<file path="config.mk">
export PLATFORM = sky130hd
export DESIGN_NAME = scale_note_grid_mapper_unit_flat
export DESIGN_NICKNAME = d
export VERILOG_FILES = /design/src/rtl/snm_pkg.sv /design/src/rtl/snm_stream_if.sv /design/src/rtl/snm_map_ram.sv /design/src/rtl/snm_ctrl.sv /design/src/rtl/scale_note_grid_mapper_unit.sv /design/src/flat_wrapper.sv
export SDC_FILE = /design/constraint.sdc
export NUM_CORES = 1
export LEC_CHECK = 0
export BUFFER_PORTS_ARGS = -buffer_cell sky130_fd_sc_hd__buf_2
export CAP_MARGIN = 20
export CORE_ASPECT_RATIO = 0.9
export CORE_MARGIN = 1
export CORE_UTILIZATION = 40
export CTS_CLUSTER_SIZE = 10
export DETAILED_ROUTE_END_ITERATION = 7
export GPL_ROUTABILITY_DRIVEN = 0
export PLACE_DENSITY = 0.6
export RECOVER_POWER = 100
export SLEW_MARGIN = 10
export SYNTH_ARGS = -nofsm -noshare
export SYNTH_HDL_FRONTEND = slang
export SYNTH_SLANG_ARGS = --single-unit
</file>
<file path="constraint.sdc">
create_clock -name i_clk -period 6.7 [get_ports i_clk]
set_input_delay 0 -clock i_clk [delete_from_list [all_inputs] [get_ports i_clk]]
set_output_delay 0 -clock i_clk [all_outputs]
set_load 0.01 [all_outputs]
</file>
<file path="src/rtl/snm_pkg.sv">
// Shared types, constants and helper functions for the scale note grid mapper.
// Depends on nothing; the map store, sequencer and top level import it.
`default_nettype none

package snm_pkg;

    // Grid geometry.
    localparam int MAX_COLUMNS = 8;
    localparam int MAX_ROWS    = 8;
    localparam int MAP_DEPTH   = MAX_ROWS * MAX_COLUMNS;
    localparam int ADDR_W      = $clog2(MAP_DEPTH);
    localparam int COL_W       = $clog2(MAX_COLUMNS);
    localparam int ROW_W       = $clog2(MAX_ROWS);

    // Note values.
    localparam logic [7:0] EMPTY_NOTE = 8'd255;
    localparam logic [7:0] TOP_NOTE   = 8'd127;

    // Configuration port.
    localparam int CFG_IDX_W  = 3;
    localparam int CFG_DATA_W = 12;

    localparam logic [CFG_IDX_W-1:0] REG_ROOT_KEY       = 3'd0;
    localparam logic [CFG_IDX_W-1:0] REG_OCTAVE         = 3'd1;
    localparam logic [CFG_IDX_W-1:0] REG_SCALE_MASK     = 3'd2;
    localparam logic [CFG_IDX_W-1:0] REG_ROW_OVERLAP    = 3'd3;
    localparam logic [CFG_IDX_W-1:0] REG_ALIGN_ROOT     = 3'd4;
    localparam logic [CFG_IDX_W-1:0] REG_ENFORCE_SCALE  = 3'd5;
    localparam logic [CFG_IDX_W-1:0] REG_ACTIVE_COLUMNS = 3'd6;
    localparam logic [CFG_IDX_W-1:0] REG_ACTIVE_ROWS    = 3'd7;

    // Command opcodes.
    localparam logic OP_GENERATE = 1'b0;
    localparam logic OP_LOOKUP   = 1'b1;

    // Pitch classification codes.
    localparam logic [1:0] KIND_OUT   = 2'd0;
    localparam logic [1:0] KIND_SCALE = 2'd1;
    localparam logic [1:0] KIND_ROOT  = 2'd2;

    // Number of scale search steps before a cell is given up as empty.
    localparam logic [3:0] SEARCH_LIMIT = 4'd13;

    typedef struct packed {
        logic [3:0]  root_key;
        logic [3:0]  octave;
        logic [11:0] scale_mask;
        logic [2:0]  row_overlap;
        logic        align_root;
        logic        enforce_scale;
        logic [3:0]  active_columns;
        logic [3:0]  active_rows;
    } t_cfg;

    typedef struct packed {
        logic              wr_en;
        logic              rd_en;
        logic [ADDR_W-1:0] addr;
        logic [7:0]        wdata;
    } t_map_req;

    // Root key reduced to a pitch class; inputs are at most fifteen.
    function automatic logic [3:0] root_class(input logic [3:0] rk);
        return (rk >= 4'd12) ? rk - 4'd12 : rk;
    endfunction

    // Scale mask rotated left by the root pitch class (0 to 11).
    function automatic logic [11:0] rotate_mask(input logic [11:0] m, input logic [3:0] rk);
        logic [23:0] dbl;
        dbl = {m, m} << rk;
        return dbl[23:12];
    endfunction

    // Pitch class of a note of 0 to 127: the quotient by twelve comes from
    // multiplying by 43/512, which is exact over this range.
    function automatic logic [3:0] pitch_class(input logic [6:0] note);
        logic [12:0] prod;
        logic [3:0]  quo;
        logic [7:0]  twelve_q;
        prod     = {6'd0, note} * 13'd43;
        quo      = prod[12:9];
        twelve_q = {1'b0, quo, 3'd0} + {2'b0, quo, 2'd0};
        return 4'(({1'b0, note} - twelve_q));
    endfunction

    // Classification of a note against the rotated scale.
    function automatic logic [1:0] pitch_kind(input logic [6:0]  note,
                                              input logic [3:0]  rk,
                                              input logic [11:0] aligned);
        logic [3:0] pc;
        pc = pitch_class(note);
        if (pc == rk) begin
            return KIND_ROOT;
        end
        return aligned[pc] ? KIND_SCALE : KIND_OUT;
    endfunction

    // Size register saturated into 1 .. max.
    function automatic logic [4:0] clamp_size(input logic [3:0] v, input logic [4:0] max);
        if (v == 4'd0) begin
            return 5'd1;
        end
        return ({1'b0, v} > max) ? max : {1'b0, v};
    endfunction

    function automatic logic [7:0] sat_inc(input logic [7:0] v);
        return (v == 8'd255) ? 8'd255 : v + 8'd1;
    endfunction

endpackage

`default_nettype wire

</file>
<file path="src/rtl/snm_stream_if.sv">
// Valid/ready stream interfaces for the command and cell result channels.
// Standalone; widths follow the fixed field widths of the block.
`default_nettype none

interface snm_cmd_if;
    logic       valid;
    logic       ready;
    logic       opcode;
    logic [2:0] row;
    logic [2:0] column;

    modport source (output valid, output opcode, output row, output column, input ready);
    modport sink   (input valid, input opcode, input row, input column, output ready);
endinterface

interface snm_cell_if;
    logic       valid;
    logic       ready;
    logic [2:0] cell_row;
    logic [2:0] cell_column;
    logic [7:0] note;
    logic       last;

    modport source (output valid, output cell_row, output cell_column, output note,
                    output last, input ready);
    modport sink   (input valid, input cell_row, input cell_column, input note,
                    input last, output ready);
endinterface

`default_nettype wire

</file>
<file path="src/rtl/snm_map_ram.sv">
// Note map store: synchronous single-port memory with registered read data and
// per-entry valid flags so that unwritten entries read as empty. Uses snm_pkg.
`default_nettype none

module snm_map_ram (
    input  logic                i_clk,
    input  logic                i_rst_n,
    input  snm_pkg::t_map_req   i_req,
    output logic [7:0]          o_rdata
);
    import snm_pkg::*;

    logic [7:0]           mem [MAP_DEPTH];
    logic [MAP_DEPTH-1:0] r_valid;
    logic [7:0]           r_rdata;
    logic                 r_rd_valid;

    // Memory array: write port and registered read port.
    always_ff @(posedge i_clk) begin
        if (i_req.wr_en) begin
            mem[i_req.addr] <= i_req.wdata;
        end
        if (i_req.rd_en) begin
            r_rdata <= mem[i_req.addr];
        end
    end

    // Valid flags are cleared at reset, which empties the whole map at once.
    always_ff @(posedge i_clk) begin
        if (!i_rst_n) begin
            r_valid    <= '0;
            r_rd_valid <= 1'b0;
        end else begin
            if (i_req.wr_en) begin
                r_valid[i_req.addr] <= 1'b1;
            end
            if (i_req.rd_en) begin
                r_rd_valid <= r_valid[i_req.addr];
            end
        end
    end

    assign o_rdata = r_rd_valid ? r_rdata : EMPTY_NOTE;

    // The controller never reads and writes in the same cycle.
    a_no_rw_collision: assert property (@(posedge i_clk) disable iff (!i_rst_n)
        !(i_req.wr_en && i_req.rd_en))
        else $error("map store read and written in the same cycle");

    // A written entry reads back as valid at the next read of it.
    a_write_sets_valid: assert property (@(posedge i_clk) disable iff (!i_rst_n)
        i_req.wr_en |=> r_valid[$past(i_req.addr)])
        else $error("written entry not marked valid");

    // Stored notes are always MIDI notes or the empty code.
    a_stored_note_range: assert property (@(posedge i_clk) disable iff (!i_rst_n)
        i_req.wr_en |-> (i_req.wdata <= TOP_NOTE || i_req.wdata == EMPTY_NOTE))
        else $error("out of range note written to map store");

endmodule

`default_nettype wire

</file>
<file path="src/rtl/snm_ctrl.sv">
// Sequencer for generate and lookup commands: walks the grid, runs the scale
// search one note per cycle, stalled at a found note by a full result register,
// and holds that register. Uses snm_pkg and the stream interfaces; drives the map store.
`default_nettype none

module snm_ctrl (
    input  logic               i_clk,
    input  logic               i_rst_n,
    input  snm_pkg::t_cfg      i_cfg,
    snm_cmd_if.sink            i_cmd,
    snm_cell_if.source         o_cell,
    output snm_pkg::t_map_req  o_req,
    input  logic [7:0]         i_rdata
);
    import snm_pkg::*;

    localparam logic [2:0] S_IDLE = 3'd0;
    localparam logic [2:0] S_ROW  = 3'd1;
    localparam logic [2:0] S_LOAD = 3'd2;
    localparam logic [2:0] S_CELL = 3'd3;
    localparam logic [2:0] S_LOOK = 3'd4;

    logic [2:0]       r_state, n_state;
    logic [ROW_W-1:0] r_y, n_y;
    logic [COL_W-1:0] r_x, n_x;
    logic [7:0]       r_next, n_next;
    logic [7:0]       r_root, n_root;
    logic [7:0]       r_seen, n_seen;
    logic [3:0]       r_tries, n_tries;

    logic             r_out_valid, n_out_valid;
    logic [2:0]       r_out_row, n_out_row;
    logic [2:0]       r_out_col, n_out_col;
    logic [7:0]       r_out_note, n_out_note;
    logic             r_out_last, n_out_last;

    logic [4:0]       cols, rows;
    logic [ROW_W-1:0] rows_m1, cur_r;
    logic [COL_W-1:0] cols_m1;
    logic [3:0]       rk;
    logic [11:0]      aligned;
    logic             overlap_on;
    logic             out_free;
    logic [1:0]       kind;
    logic             hit;
    logic             give_up;
    logic             row_end, grid_end;
    logic [7:0]       first_note;
    logic             accept;

    // Settings derived from the configuration registers.
    always_comb begin
        cols       = clamp_size(i_cfg.active_columns, 5'(MAX_COLUMNS));
        rows       = clamp_size(i_cfg.active_rows, 5'(MAX_ROWS));
        cols_m1    = COL_W'(cols - 5'd1);
        rows_m1    = ROW_W'(rows - 5'd1);
        rk         = root_class(i_cfg.root_key);
        aligned    = rotate_mask(i_cfg.scale_mask, rk);
        overlap_on = (i_cfg.row_overlap != 3'd0) && ({2'b0, i_cfg.row_overlap} < cols);
        first_note = {1'b0, i_cfg.octave, 3'd0} + {2'b0, i_cfg.octave, 2'd0}
                   + {4'd0, i_cfg.root_key};
    end

    // Cell walk and scale search step.
    always_comb begin
        cur_r    = rows_m1 - r_y;
        kind     = pitch_kind(r_next[6:0], rk, aligned);
        hit      = !i_cfg.enforce_scale || (kind != KIND_OUT);
        give_up  = r_next[7] || (r_tries == SEARCH_LIMIT);
        row_end  = (r_x == cols_m1);
        grid_end = row_end && (r_y == rows_m1);
        out_free = !r_out_valid || o_cell.ready;
        accept   = i_cmd.valid && i_cmd.ready;
    end

    assign i_cmd.ready = (r_state == S_IDLE);

    // Next-state logic.
    always_comb begin
        n_state     = r_state;
        n_y         = r_y;
        n_x         = r_x;
        n_next      = r_next;
        n_root      = r_root;
        n_seen      = r_seen;
        n_tries     = r_tries;
        n_out_valid = r_out_valid && !o_cell.ready;
        n_out_row   = r_out_row;
        n_out_col   = r_out_col;
        n_out_note  = r_out_note;
        n_out_last  = r_out_last;
        o_req       = '0;

        unique case (r_state)
            S_IDLE: begin
                if (accept) begin
                    if (i_cmd.opcode == OP_LOOKUP) begin
                        n_y        = i_cmd.row;
                        n_x        = i_cmd.column;
                        o_req.rd_en = 1'b1;
                        o_req.addr  = {i_cmd.row, i_cmd.column};
                        n_state    = S_LOOK;
                    end else begin
                        n_root  = first_note;
                        n_next  = first_note;
                        n_seen  = 8'd0;
                        n_y     = '0;
                        n_x     = '0;
                        n_tries = '0;
                        n_state = S_ROW;
                    end
                end
            end

            S_ROW: begin
                // Row start: overlap from the row below, or octave realignment.
                n_tries = '0;
                if (overlap_on) begin
                    if (r_y != '0) begin
                        o_req.rd_en = 1'b1;
                        o_req.addr  = {cur_r + ROW_W'(1), i_cfg.row_overlap};
                        n_state     = S_LOAD;
                    end else begin
                        n_state = S_CELL;
                    end
                end else begin
                    if (i_cfg.align_root && (r_seen >= 8'd2)) begin
                        n_root = (r_root <= 8'd243) ? r_root + 8'd12 : 8'd255;
                        n_next = (r_root <= 8'd243) ? r_root + 8'd12 : 8'd255;
                        n_seen = 8'd0;
                    end
                    n_state = S_CELL;
                end
            end

            S_LOAD: begin
                n_next  = i_rdata;
                n_state = S_CELL;
            end

            S_CELL: begin
                if (give_up || hit) begin
                    // Emission of one cell, held while the result register is full.
                    if (out_free) begin
                        n_out_valid = 1'b1;
                        n_out_row   = cur_r;
                        n_out_col   = r_x;
                        n_out_note  = give_up ? EMPTY_NOTE : r_next;
                        n_out_last  = grid_end;
                        o_req.wr_en = 1'b1;
                        o_req.addr  = {cur_r, r_x};
                        o_req.wdata = give_up ? EMPTY_NOTE : r_next;
                        n_tries     = '0;
                        if (!give_up) begin
                            n_next = sat_inc(r_next);
                            if (kind == KIND_ROOT) begin
                                n_seen = sat_inc(r_seen);
                            end
                        end
                        if (grid_end) begin
                            n_state = S_IDLE;
                        end else if (row_end) begin
                            n_x     = '0;
                            n_y     = r_y + ROW_W'(1);
                            n_state = S_ROW;
                        end else begin
                            n_x = r_x + COL_W'(1);
                        end
                    end
                end else begin
                    // Note outside the scale: skip it.
                    n_next  = sat_inc(r_next);
                    n_tries = r_tries + 4'd1;
                end
            end

            S_LOOK: begin
                if (out_free) begin
                    n_out_valid = 1'b1;
                    n_out_row   = r_y;
                    n_out_col   = r_x;
                    n_out_note  = (({2'b0, r_y} < rows) && ({2'b0, r_x} < cols))
                                ? i_rdata : EMPTY_NOTE;
                    n_out_last  = 1'b1;
                    n_state     = S_IDLE;
                end
            end

            default: begin
                n_state = S_IDLE;
            end
        endcase
    end

    // Control registers.
    always_ff @(posedge i_clk) begin
        if (!i_rst_n) begin
            r_state     <= S_IDLE;
            r_out_valid <= 1'b0;
            r_next      <= 8'd0;
            r_root      <= 8'd0;
            r_seen      <= 8'd0;
            r_tries     <= 4'd0;
            r_y         <= '0;
            r_x         <= '0;
        end else begin
            r_state     <= n_state;
            r_out_valid <= n_out_valid;
            r_next      <= n_next;
            r_root      <= n_root;
            r_seen      <= n_seen;
            r_tries     <= n_tries;
            r_y         <= n_y;
            r_x         <= n_x;
        end
    end

    // Result payload register.
    always_ff @(posedge i_clk) begin
        r_out_row  <= n_out_row;
        r_out_col  <= n_out_col;
        r_out_note <= n_out_note;
        r_out_last <= n_out_last;
    end

    assign o_cell.valid       = r_out_valid;
    assign o_cell.cell_row    = r_out_row;
    assign o_cell.cell_column = r_out_col;
    assign o_cell.note        = r_out_note;
    assign o_cell.last        = r_out_last;

    // A lookup transaction always moves to the read state next.
    a_lookup_reads: assert property (@(posedge i_clk) disable iff (!i_rst_n)
        (accept && i_cmd.opcode == OP_LOOKUP) |=> (r_state == S_LOOK))
        else $error("lookup did not enter read state");

    // Every map write in a generation goes with a reported cell.
    a_write_reports: assert property (@(posedge i_clk) disable iff (!i_rst_n)
        o_req.wr_en |=> (r_out_valid && r_out_row == $past(cur_r) && r_out_col == $past(r_x)))
        else $error("map write without matching cell report");

    // After the final cell of a command the sequencer is idle.
    a_last_idle: assert property (@(posedge i_clk) disable iff (!i_rst_n)
        (n_out_valid && n_out_last && out_free && r_state != S_IDLE) |=> (r_state == S_IDLE))
        else $error("sequencer busy after final cell");

    // The scale search never runs past its step limit.
    a_search_bound: assert property (@(posedge i_clk) disable iff (!i_rst_n)
        r_tries <= SEARCH_LIMIT)
        else $error("scale search ran past its limit");

endmodule

`default_nettype wire

</file>
<file path="src/rtl/scale_note_grid_mapper_unit.sv">
// Top level of the scale note grid mapper: configuration registers, sequencer
// and note map store. Uses snm_pkg, snm_stream_if, snm_map_ram and snm_ctrl.
//
//   Channel   Dir  Handshake          Payload
//   i_cmd     in   valid/ready        opcode, row, column
//   o_cell    out  valid/ready        cell_row, cell_column, note, last
//   i_cfg_*   in   write enable only  index 0..7, data 12 bits
//
// A lookup reads the map store, then loads the result register. A generate
// command is accepted, then passes a row start state for each row (followed by
// a load state for rows above the bottom one with row overlap, for the store
// read of the row below) and stays in the cell state for each cell and for each
// note skipped by the scale search.
// Reset clears all map entries to empty at once through the valid flags.
// A full result register stalls the search at the cell emission step.
`default_nettype none

module scale_note_grid_mapper_unit (
    input  logic                             i_clk,
    input  logic                             i_rst_n,
    snm_cmd_if.sink                          i_cmd,
    snm_cell_if.source                       o_cell,
    input  logic                             i_cfg_we,
    input  logic [snm_pkg::CFG_IDX_W-1:0]    i_cfg_index,
    input  logic [snm_pkg::CFG_DATA_W-1:0]   i_cfg_data
);
    import snm_pkg::*;

    t_cfg       r_cfg;
    t_map_req   map_req;
    logic [7:0] map_rdata;

    // Configuration registers.
    always_ff @(posedge i_clk) begin
        if (!i_rst_n) begin
            r_cfg.root_key       <= 4'd0;
            r_cfg.octave         <= 4'd3;
            r_cfg.scale_mask     <= 12'd2741;
            r_cfg.row_overlap    <= 3'd0;
            r_cfg.align_root     <= 1'b1;
            r_cfg.enforce_scale  <= 1'b0;
            r_cfg.active_columns <= 4'd8;
            r_cfg.active_rows    <= 4'd8;
        end else if (i_cfg_we) begin
            unique case (i_cfg_index)
                REG_ROOT_KEY:       r_cfg.root_key       <= i_cfg_data[3:0];
                REG_OCTAVE:         r_cfg.octave         <= i_cfg_data[3:0];
                REG_SCALE_MASK:     r_cfg.scale_mask     <= i_cfg_data[11:0];
                REG_ROW_OVERLAP:    r_cfg.row_overlap    <= i_cfg_data[2:0];
                REG_ALIGN_ROOT:     r_cfg.align_root     <= i_cfg_data[0];
                REG_ENFORCE_SCALE:  r_cfg.enforce_scale  <= i_cfg_data[0];
                REG_ACTIVE_COLUMNS: r_cfg.active_columns <= i_cfg_data[3:0];
                REG_ACTIVE_ROWS:    r_cfg.active_rows    <= i_cfg_data[3:0];
                default: begin
                end
            endcase
        end
    end

    // Command sequencer.
    snm_ctrl u_ctrl (
        .i_clk   (i_clk),
        .i_rst_n (i_rst_n),
        .i_cfg   (r_cfg),
        .i_cmd   (i_cmd),
        .o_cell  (o_cell),
        .o_req   (map_req),
        .i_rdata (map_rdata)
    );

    // Note map store.
    snm_map_ram u_map (
        .i_clk   (i_clk),
        .i_rst_n (i_rst_n),
        .i_req   (map_req),
        .o_rdata (map_rdata)
    );

endmodule

`default_nettype wire
</file>
<file path="src/flat_wrapper.sv">
// flat-port wrapper written by rule: the top's interface ports become plain ports
module scale_note_grid_mapper_unit_flat import snm_pkg::*;
  (i_clk, i_rst_n, i_cfg_we, i_cfg_index, i_cfg_data, i_cmd_valid, i_cmd_opcode, i_cmd_row, i_cmd_column, i_cmd_ready, o_cell_valid, o_cell_cell_row, o_cell_cell_column, o_cell_note, o_cell_last, o_cell_ready);
  snm_cmd_if i_cmd_i ();
  snm_cell_if o_cell_i ();
  input  logic i_clk;
  input  logic i_rst_n;
  input  logic i_cfg_we;
  input  logic [snm_pkg::CFG_IDX_W-1:0] i_cfg_index;
  input  logic [snm_pkg::CFG_DATA_W-1:0] i_cfg_data;
  input wire logic [$bits(i_cmd_i.valid)-1:0] i_cmd_valid;
  input wire logic [$bits(i_cmd_i.opcode)-1:0] i_cmd_opcode;
  input wire logic [$bits(i_cmd_i.row)-1:0] i_cmd_row;
  input wire logic [$bits(i_cmd_i.column)-1:0] i_cmd_column;
  output wire logic [$bits(i_cmd_i.ready)-1:0] i_cmd_ready;
  output wire logic [$bits(o_cell_i.valid)-1:0] o_cell_valid;
  output wire logic [$bits(o_cell_i.cell_row)-1:0] o_cell_cell_row;
  output wire logic [$bits(o_cell_i.cell_column)-1:0] o_cell_cell_column;
  output wire logic [$bits(o_cell_i.note)-1:0] o_cell_note;
  output wire logic [$bits(o_cell_i.last)-1:0] o_cell_last;
  input wire logic [$bits(o_cell_i.ready)-1:0] o_cell_ready;
  assign i_cmd_i.valid = i_cmd_valid;
  assign i_cmd_i.opcode = i_cmd_opcode;
  assign i_cmd_i.row = i_cmd_row;
  assign i_cmd_i.column = i_cmd_column;
  assign i_cmd_ready = i_cmd_i.ready;
  assign o_cell_valid = o_cell_i.valid;
  assign o_cell_cell_row = o_cell_i.cell_row;
  assign o_cell_cell_column = o_cell_i.cell_column;
  assign o_cell_note = o_cell_i.note;
  assign o_cell_last = o_cell_i.last;
  assign o_cell_i.ready = o_cell_ready;
  scale_note_grid_mapper_unit u_core (.i_clk(i_clk), .i_rst_n(i_rst_n), .i_cmd(i_cmd_i), .o_cell(o_cell_i), .i_cfg_we(i_cfg_we), .i_cfg_index(i_cfg_index), .i_cfg_data(i_cfg_data));
endmodule
</file>
# Word-level counts from Yosys, hierarchy flattened
# Memory sizes are Yosys's and may differ from the RTL's. A register that Yosys moved wholly into a read port is not among the register bits.
# Index checks and enable logic that the tools add are counted.
[op_classes]
n_addsub = 15
mul = 1
order_cmp = 11
n_eq_ne = 32
shifts = 1
n_mux = 104
n_bitwise = 1
reduce_logical = 43
[op_table]
columns = ["cell", "n"]
rows = [
  ["$mux 8", 25],
  ["$mux 3", 25],
  ["$or 64x64->64", 1],
  ["$pmux 8 s2", 2],
  ["$pmux 8 s4", 1],
  ["$mux 14", 2],
  ["$mux 4", 7],
  ["$mux 7", 4],
  ["$pmux 3 s2", 4],
  ["$pmux 8 s3", 1],
  ["$shl 24x4->24", 1],
  ["$mux 5", 4],
  ["$ne 2x2->1 const B", 10],
  ["$mux 1", 18],
  ["$pmux 6 s3", 1],
  ["$reduce_and 2->1", 9],
  ["$add 8x1->8 const B", 2],
  ["$eq 8x8->1 const B", 2],
  ["$eq 3x3->1 const B", 5],
  ["$lt 3x5->1", 3],
  ["$pmux 3 s5", 1],
  ["$reduce_and 5->1", 3],
  ["$eq 3x2->1 const B", 4],
  ["$pmux 4 s3", 1],
  ["other kinds (42)", 72],
]
[word_totals]
regBits = 151
ramBits = 512
input_bits = 27
out_inout_bits = 17
word_cells = 231
memories = 1
[memory_table]
columns = ["name", "words", "width", "rd", "rd_clocked_by_memory_dff", "write_ports", "line_no", "rtl"]
rows = [
  ["u_core.u_map.mem", 64, 8, 1, 1, 1, "snm_map_ram.sv:13", "logic [7:0] mem [MAP_DEPTH];"],
]

# Depth between registers and ports, before layout
# Gate-level depths: netlist (run 1).
[depth]
depth_word = 17
depth_mapped = 29
mapped_depth_nobuf = 24

# Hierarchy
# From an unflattened synthesis (run 1), not the netlist that was laid out.
[unflattened]
cells_unflattened = 2058
area_unflattened_um2 = 29438.2
[by_module_without_submodules]
columns = ["mod", "instances", "cells_each", "area_each_um2", "seq_area_each_um2"]
rows = [
  ["snm_map_ram", 1, 1287, 22708.0, 16916.2],
  ["snm_ctrl", 1, 638, 5330.1, 1211.2],
  ["scale_note_grid_mapper_unit", 1, 133, 1400.1, 660.6],
]

# Worst setup path after synthesis (run 1)
# Ideal clock, no wire load.
[synth_timing]
path_kind = "register to register"
from = "register u_core.u_ctrl.r_next[1]"
to = "memory u_core.u_map.mem[0][0], data pin"
setup_time_ns = 0.548
t_arrival_ns = 6.369
t_required_ns = 6.152
setup_slack_ns = -0.217
path_stages_with_launch = 21
n_path_buf = 1
period_less_slack_ns = 6.917
cell_sequence = "dfxtp_1 > ha_1 > inv_1 > fa_1 > fa_1 > inv_1 > ha_1 > o2111ai_1 > a21oi_1 > or3_1 > and2_1 > ha_1 > xnor2_1 > xnor2_1 > xnor2_1 > xnor3_1 > o21a_1 > buf_6 > nand2_1 > nand2_1 > a21oi_1"
[synth_rtl]
columns = ["element", "line_no", "rtl"]
rows = [
  ["start, declared", "snm_ctrl.sv:26", "logic [7:0] r_next, n_next;"],
  ["start signal, assigned", "snm_ctrl.sv:209", "r_next <= n_next;"],
  ["end, declared", "snm_map_ram.sv:13", ""],
]

# Final worst setup path (run 1)
[layout_timing]
from = "register u_core.u_ctrl.r_next[6]"
to = "register u_core.u_map.r_rdata[1] (read register of u_core.u_map.mem), data pin"
[layout_via]
elab_chain_cells = 12
word_cells_on_any_way = 14
classes_between = "add/sub (2); mul (1); eq/ne (1); mux (7); reduce/logical (3)"
[layout_rtl]
columns = ["element", "line_no", "rtl"]
rows = [
  ["$mul 7x6->11 (*)", "snm_pkg.sv:80", "prod = {6'd0, note} * 13'd43;"],
  ["$add 4x4->4 (*)", "snm_pkg.sv:82", "twelve_q = {1'b0, quo, 3'd0} + {2'b0, quo, 2'd0};"],
  ["$sub 4x4->4 (*)", "snm_pkg.sv:83", "return 4'(({1'b0, note} - twelve_q));"],
  ["$bmux 1 s4", "snm_pkg.sv:95", "return aligned[pc] ? KIND_SCALE : KIND_OUT;"],
  ["$mux 1 (implied by the code)", "snm_pkg.sv:95", ""],
  ["$mux 1", "snm_pkg.sv:95", ""],
  ["$mux 2 (*)", "snm_pkg.sv:95", ""],
  ["$reduce_bool 2->1 (*)", "snm_ctrl.sv:68", "hit = !i_cfg.enforce_scale || (kind != KIND_OUT);"],
  ["$logic_or 1x1->1 (*)", "snm_ctrl.sv:68", ""],
  ["$logic_or 1x1->1 (*)", "snm_ctrl.sv:142", "if (give_up || hit) begin"],
  ["$mux 14 (*)", "snm_ctrl.sv:142", ""],
  ["$pmux 6 s3 (*)", "snm_ctrl.sv:94", "unique case (r_state)"],
  ["end, declared", "snm_map_ram.sv:15", "logic [7:0] r_rdata;"],
]
# Every way passes the cells marked *; elsewhere a longest branch is shown, timed or not. The select of a mux whose other input is x is not followed.
# A chain may end at the register's enable or synchronous reset.

==> metrics.txt, run 1 <==
status complete, but fails checks; failing checks capacitance limit, slew limit; port bufs between 40 and 50; Max Cap Viol 4; CP Data Required Time 7.08 ns; routed vias/inst between 5 and 6; switching share of power 25.4%; Worst path slowest cell fa_1; slew margin rel. -120%; final instance area approximately 35,000 um2; Crit path largest cell delay between 0.5 and 0.6 ns; Vias between 20,000 and 25,000; Clk pin slew, worst setup/hold paths about 0.060 ns; Tcrit/Tclk final a little over nine tenths; Final Hold Viols 0; clk sink count 671; initial antenna violation count 2; Synthesized Nets 2,369; EDFF count, synth 535; Synth area leader edfxtp_1; first-pass iteration count of the detailed router 8; top cell type's share of synthesized area a little under three fifths; layout cells sized above 1 18.7%; Synth cell types slightly above 80; post-route minimum period 6.55 ns; yosys warns 0; Final Worst Setup Slack 0.148 ns; Setup TNS Final 0 ns; Peak Freq roughly 0.15 GHz; DRC 0; final-report max-slew violation count roughly 200; Initial Util around two fifths; CP bufs+invs 7; Place WS -0.225 ns; Syn Area/Cell between 10 and 15 um2; Setup Viol. Count Final 0; vias in the first global route 20,200; Worst Setup Start Kind flip-flop; remaining antenna violation count 0; Starting DRT DRC Count 2,465; die height approximately 260 um; final WL between 80,000 and 90,000 um; HP Class input port to flip-flop; combinational fraction of design power ~14%; layout overhead on the synthesized area 22.4%; die area 73,100 um2; H-Tree Depth 3; Flop pwr share a little under half; final-stage net count 2,677; top cells by area, synth edfxtp_1, dfxtp_1, nor2_1; Die X-Extent 285 um; Util after Layout 49.9%; Hold WS approximately 0.076 ns; ys async rst share 0%; gr usage total about a quarter; number of synthesized register bits between 600 and 700; Clock Skew between 0.02 and 0.03 ns; placed instance area between 30,000 and 40,000 um2; Post-Synthesis Cells ~2,300; CTS tree yes; worst-margin pin slew between 3 and 4 ns; wire per inst between 20 and 25 um; first-pass GRT wire length between 100,000 and 150,000 um; final-layout fill cell count approximately 6,000; Static Leak roughly 13 nW; CTS buffer count between 70 and 80; PwrDens about 280 nW/um2; Crit. End Element flip-flop; ys flop type edfxtp_1; Clk network pwr share between 40% and 50%; Sw Pwr 0.00251 W; VDD IR max around 0.00019 V; largest net degree at the start of global routing 65; Detail Placement HPWL between 50,000 and 60,000 um; Ports between 40 and 50; Crit path arrival time 6.93 ns; Crit Path Max Fanout 14; Max Root-Sink Buffers 3; total global routing overflow 0; Post-Syn Area just under 30,000 um2; Internal about 0.0074 W; Worst-Skew Late Latency around 0.64 ns; CTS root buf clkbuf_16; crit path kind flip-flop to flip-flop; total core area 70,700 um2; post-synthesis sequential area ratio 65.2%; row cnt just over 90; Top Family by Delay on Critical Path adder cells
routing by layer:
layer / global-route usage, % / routed length (um) / part of all wire [%]
met1: 35.0 / 39100 / 44
met3: 4.14 / 8060 / 9.0
met2: 36.5 / 40000 / 45
met4: 6.85 / 2160 / 2.4
met5: 0 / 0 / 0
metrics by stage:
stage | total power (W) | std cells
2_1_floorplan | 0.00532 | 2276
3_3_place_gp | 0.00581 | 3380
3_5_place_dp | 0.00582 | 3380
4_1_cts | 0.00980 | 3567
5_1_grt | 0.0102 | 3586
6_report | 0.00990 | 3587
power groups by stage:
stage / sequential (W) / combinational, W / clock, W
5_1_grt: 0.00456 / 0.00147 / 0.00417
3_5_place_dp: 0.00464 / 0.00119 / 0
6_report: 0.00456 / 0.00138 / 0.00396
2_1_floorplan: 0.00463 / 0.000694 / 0
3_3_place_gp: 0.00464 / 0.00117 / 0
4_1_cts: 0.00455 / 0.00124 / 0.00401
final timing paths:
path / startpoint / end / slack, ns / cells past startpoint
worst max-delay path: u_core.u_ctrl.r_next[6] / u_core.u_map.r_rdata[1] / 0.15 / 27
worst min-delay path: i_cmd_opcode / u_core.u_ctrl.r_state[2] / 0.08 / 4
worst max register to register: u_core.u_ctrl.r_next[6] / u_core.u_map.r_rdata[1] / 0.15 / 27
worst min register to register: u_core.u_map.r_valid[35] / u_core.u_map.r_valid[35] / 0.46 / 1
final cells by class:
type                    count  area (um2)  area share (%)
diodes                      1        2.50         0.00710
flip-flops and latches    671       18800            53.3
repair buffers            358        3120            8.86
inverters                  49         185           0.525
multi-input cells        1426        9630            27.3
clock buffers             135        2250            6.38
well taps                 940        1180            3.34
clock inverters             7         100           0.284
logic make-up after synthesis:
family	share of synthesized area, %
and+or+nand+nor	10.1
DFF	65.2
AOI/OAI and AO/OA	13.4
buffers and inverters	2.87
muxes	4.30
adders and majority gates	3.10
xor gates and xnor gates	1.02
placed cells by master (no fill, tap or decap), types with 14 or more instances in the layout:
| master | synthesis | layout |
|---|---|---|
| edfxtp_1 | 535 | 535 |
| nor2_1 | 276 | 265 |
| buf_4 | 5 | 228 |
| nand2_1 | 227 | 225 |
| a21oi_1 | 168 | 161 |
| dfxtp_1 | 136 | 133 |
| clkbuf_16 | 0 | 82 |
| mux2i_1 | 84 | 80 |
| clkbuf_1 | 56 | 75 |
| a221oi_1 | 60 | 55 |
| ha_1 | 57 | 54 |
| inv_1 | 48 | 48 |
| a22oi_1 | 43 | 43 |
| o21ai_0 | 47 | 39 |
| nand3_1 | 38 | 38 |
| dlygate4sd3_1 | 0 | 37 |
| buf_12 | 0 | 35 |
| o22ai_1 | 31 | 31 |
| buf_2 | 52 | 25 |
| o21a_1 | 24 | 23 |
| nor3_1 | 25 | 21 |
| a222oi_1 | 21 | 21 |
| nand2b_1 | 20 | 20 |
| a31oi_1 | 21 | 20 |
| a221o_1 | 20 | 20 |
| nor2b_1 | 20 | 19 |
| a211oi_1 | 20 | 18 |
| mux4_2 | 14 | 14 |
state kept, by name, indices dropped and copies added, names as in the netlist, 4 cells and up:
| register | cells |
|---|---|
| u_core.u_map.mem | 512 |
| u_core.u_map.r_valid | 64 |
| u_core.r_cfg | 33 |
| u_core.u_ctrl.o_cell.note | 8 |
| u_core.u_ctrl.r_next | 8 |
| u_core.u_ctrl.r_root | 8 |
| u_core.u_ctrl.r_seen | 8 |
| u_core.u_map.r_rdata | 8 |
| u_core.u_ctrl.r_tries | 4 |
repair_timing:
| action | in CTS | in global routing |
|---|---|---|
| pin swaps | 5 | 20 |
| endpoints found under the hold margin | 42 | 0 |
| hold buffers | 37 | 0 |
| endpoints found under the setup margin | 139 | 430 |
| resized for setup | 16 | 55 |
| gates cloned | 0 | 2 |
| setup buffers | 8 | 17 |
synth_stat cells, types with 38 or more instances:
cell type  instances
a21oi_1          168
clkbuf_1          56
a221oi_1          60
ha_1              57
nand3_1           38
mux2i_1           84
nor2_1           276
edfxtp_1         535
a22oi_1           43
dfxtp_1          136
buf_2             52
nand2_1          227
inv_1             48
o21ai_0           47
tightest hold or removal path, cell delays in order:
cell and delay, ns:
buf_2 0.17, and3_1 0.26, a31oi_1 0.18, nor2_1 0.05
Power figures use the tool's default switching activity.
==> inputs of run 2 (changes only) <==
--- a/config.mk
+++ b/config.mk
@@ -9,11 +9,11 @@
 export CAP_MARGIN = 20
 export CORE_ASPECT_RATIO = 0.9
 export CORE_MARGIN = 1
-export CORE_UTILIZATION = 40
+export CORE_UTILIZATION = 30
 export CTS_CLUSTER_SIZE = 10
 export DETAILED_ROUTE_END_ITERATION = 7
 export GPL_ROUTABILITY_DRIVEN = 0
-export PLACE_DENSITY = 0.6
+export PLACE_DENSITY = 0.49
 export RECOVER_POWER = 100
 export SLEW_MARGIN = 10
 export SYNTH_ARGS = -nofsm -noshare
==> run 2 against run 1 <==
Compared with the run above:
- non-clock buffer count grew 60
- critical endpoint is now u_core.u_map.r_rdata[5]
- the run ends with DRC, capacitance limit, slew limit left
- largest cell class unchanged
- sequential share of layout area is 0.85 points lower
- critical path type unchanged
- worst hold slack better by 0.0030 ns
==> metrics.txt, run 2 (same netlist as run 1, synthesis figures left out) <==
Tcrit/Tclk final a little over nine tenths; wire per inst 24.4 um; Setup TNS Final 0 ns; Max Cap Viol 3; max reg flops slightly above 500; crit path kind flip-flop to flip-flop; gr usage total ~20%; CTS root buf clkbuf_16; vias in the first global route slightly above 20,000; Detail Placement HPWL around 65,000 um; Setup Viol. Count Final 0; die area 97,300 um2; Hold WS around 0.079 ns; first-pass iteration count of the detailed router 8; PwrDens 278 nW/um2; total core area 94,900 um2; Crit. End Element flip-flop; Die X-Extent 329 um; row cnt 107; port bufs 43; failing checks DRC, capacitance limit, slew limit; RSZ-0062 raised after global routing no; Place WS -0.130 ns; layout overhead on the synthesized area 24.4%; Ports between 40 and 50; initial antenna violation count 3; CTS tree yes; worst-margin pin slew 3.45 ns; commonest non-fill, non-tap cell in the layout edfxtp_1; Crit path arrival time slightly below 7 ns; ANT cells 0; slew margin rel. -130%; Largest regs u_core.u_map.mem: 512 flops, u_core.u_map.r_valid: 64 flops, u_core.r_cfg: 33 flops; Starting DRT DRC Count approximately 2,200; Clock Skew around 0.028 ns; Vias ~21,000; Crit Path Max Fanout 7; H-Tree Depth 3; Final Hold Viols 0; Worst Setup Start Kind flip-flop; Worst-Skew Late Latency 0.63 ns; VDD IR max around 0.00015 V; CP Data Required Time a little over 7 ns; Clk pin slew, worst setup/hold paths around 0.060 ns; status complete, but fails checks; routed vias/inst about 5.4; first-pass GRT wire length about 140,000 um; HP Class input port to flip-flop; total global routing overflow 0; post-route minimum period 6.51 ns; Peak Freq 0.154 GHz; clk sink count around 670; remaining antenna violation count 0; Static Leak between 10 and 15 nW; Final Worst Setup Slack about 0.19 ns; die height 296 um; largest register by flop count u_core.u_map.mem; Initial Util 30.3%; CTS buffer count 80; final WL around 97,000 um; most frequent cells in the layout edfxtp_1, nor2_1, nand2_1, buf_4, a21oi_1; layout cells sized above 1 roughly a fifth; DRC 2; Max Root-Sink Buffers 3; final-stage net count 2,739; final-report max-slew violation count 136; largest net degree at the start of global routing 69
run 2: path summary, 6_finish.rpt:
kind | startpoint | endpoint | slack, ns | cells after the start
max | u_core.u_ctrl.r_next[5] | u_core.u_map.r_rdata[5] | 0.19 | 26
min reg2reg | u_core.u_map.r_valid[26] | u_core.u_map.r_valid[26] | 0.46 | 2
max reg2reg | u_core.u_ctrl.r_next[5] | u_core.u_map.r_rdata[5] | 0.19 | 26
min | i_cmd_opcode | u_core.u_ctrl.r_state[2] | 0.08 | 4
run 2: per-layer routing:
metal	part of all wire (%)	up-vias	GRT usage, %
met5	0.026	-	0
met4	2.6	4	5.40
met3	6.9	155	2.92
met2	46	847	31.3
met1	45	10800	28.0
li1	-	9399	-
run 2: power by group:
group | leakage (nW) | internal [W] | switching, W
sequential | 6.39 | 0.00451 | 0.0000503
clock | 1.14 | 0.00235 | 0.00168
combinational | 5.56 | 0.000582 | 0.000802
run 2: layout make-up:
| class | instances | area (um2) |
|---|---|---|
| sequential | 671 | 18800 |
| multi-input combinational | 1426 | 9580 |
| clock buffer | 138 | 2330 |
| fill | 9109 | 59100 |
| clock inverter | 7 | 55.1 |
| inverter | 49 | 185 |
| timing repair buffer | 418 | 3310 |
| tap | 1253 | 1570 |
run 2: per-stage QoR:
step,cells,total power (W),area (um2),util [%]
final,3962,0.00998,35800,37.8
after global routing,3962,0.0103,35800,37.8
after CTS,3947,0.00996,35700,37.7
after floorplan,2276,0.00532,28800,-
after detailed placement,3754,0.00588,32800,34.6
after global placement,3754,0.00586,32800,34.6
run 2: what timing repair did:
action	in CTS	in global routing
pin swaps	9	28
setup buffers	6	13
setup endpoints to repair	14	333
gates resized for setup	11	45
hold buffers	42	0
endpoints found under the hold margin	42	0
cloned	0	2
run 2: critical path: stages, from the launching register on:
cell	delay [ns]
dfxtp_4	0.37
ha_4	0.26
inv_2	0.03
fa_2	0.43
fa_1	0.48
inv_1	0.05
ha_1	0.28
o2111ai_2	0.10
a21oi_2	0.08
or3_1	0.35
and2_4	0.16
ha_4	0.16
xnor2_2	0.15
xnor2_2	0.15
xnor2_1	0.23
xor2_1	0.18
buf_4	0.14
mux2_4	0.32
o31ai_4	0.44
nor2_4	0.14
buf_12	0.18
a222oi_1	0.38
a21oi_1	0.18
a221oi_1	0.25
buf_4	0.19
o22ai_4	0.08
or4_1	0.49
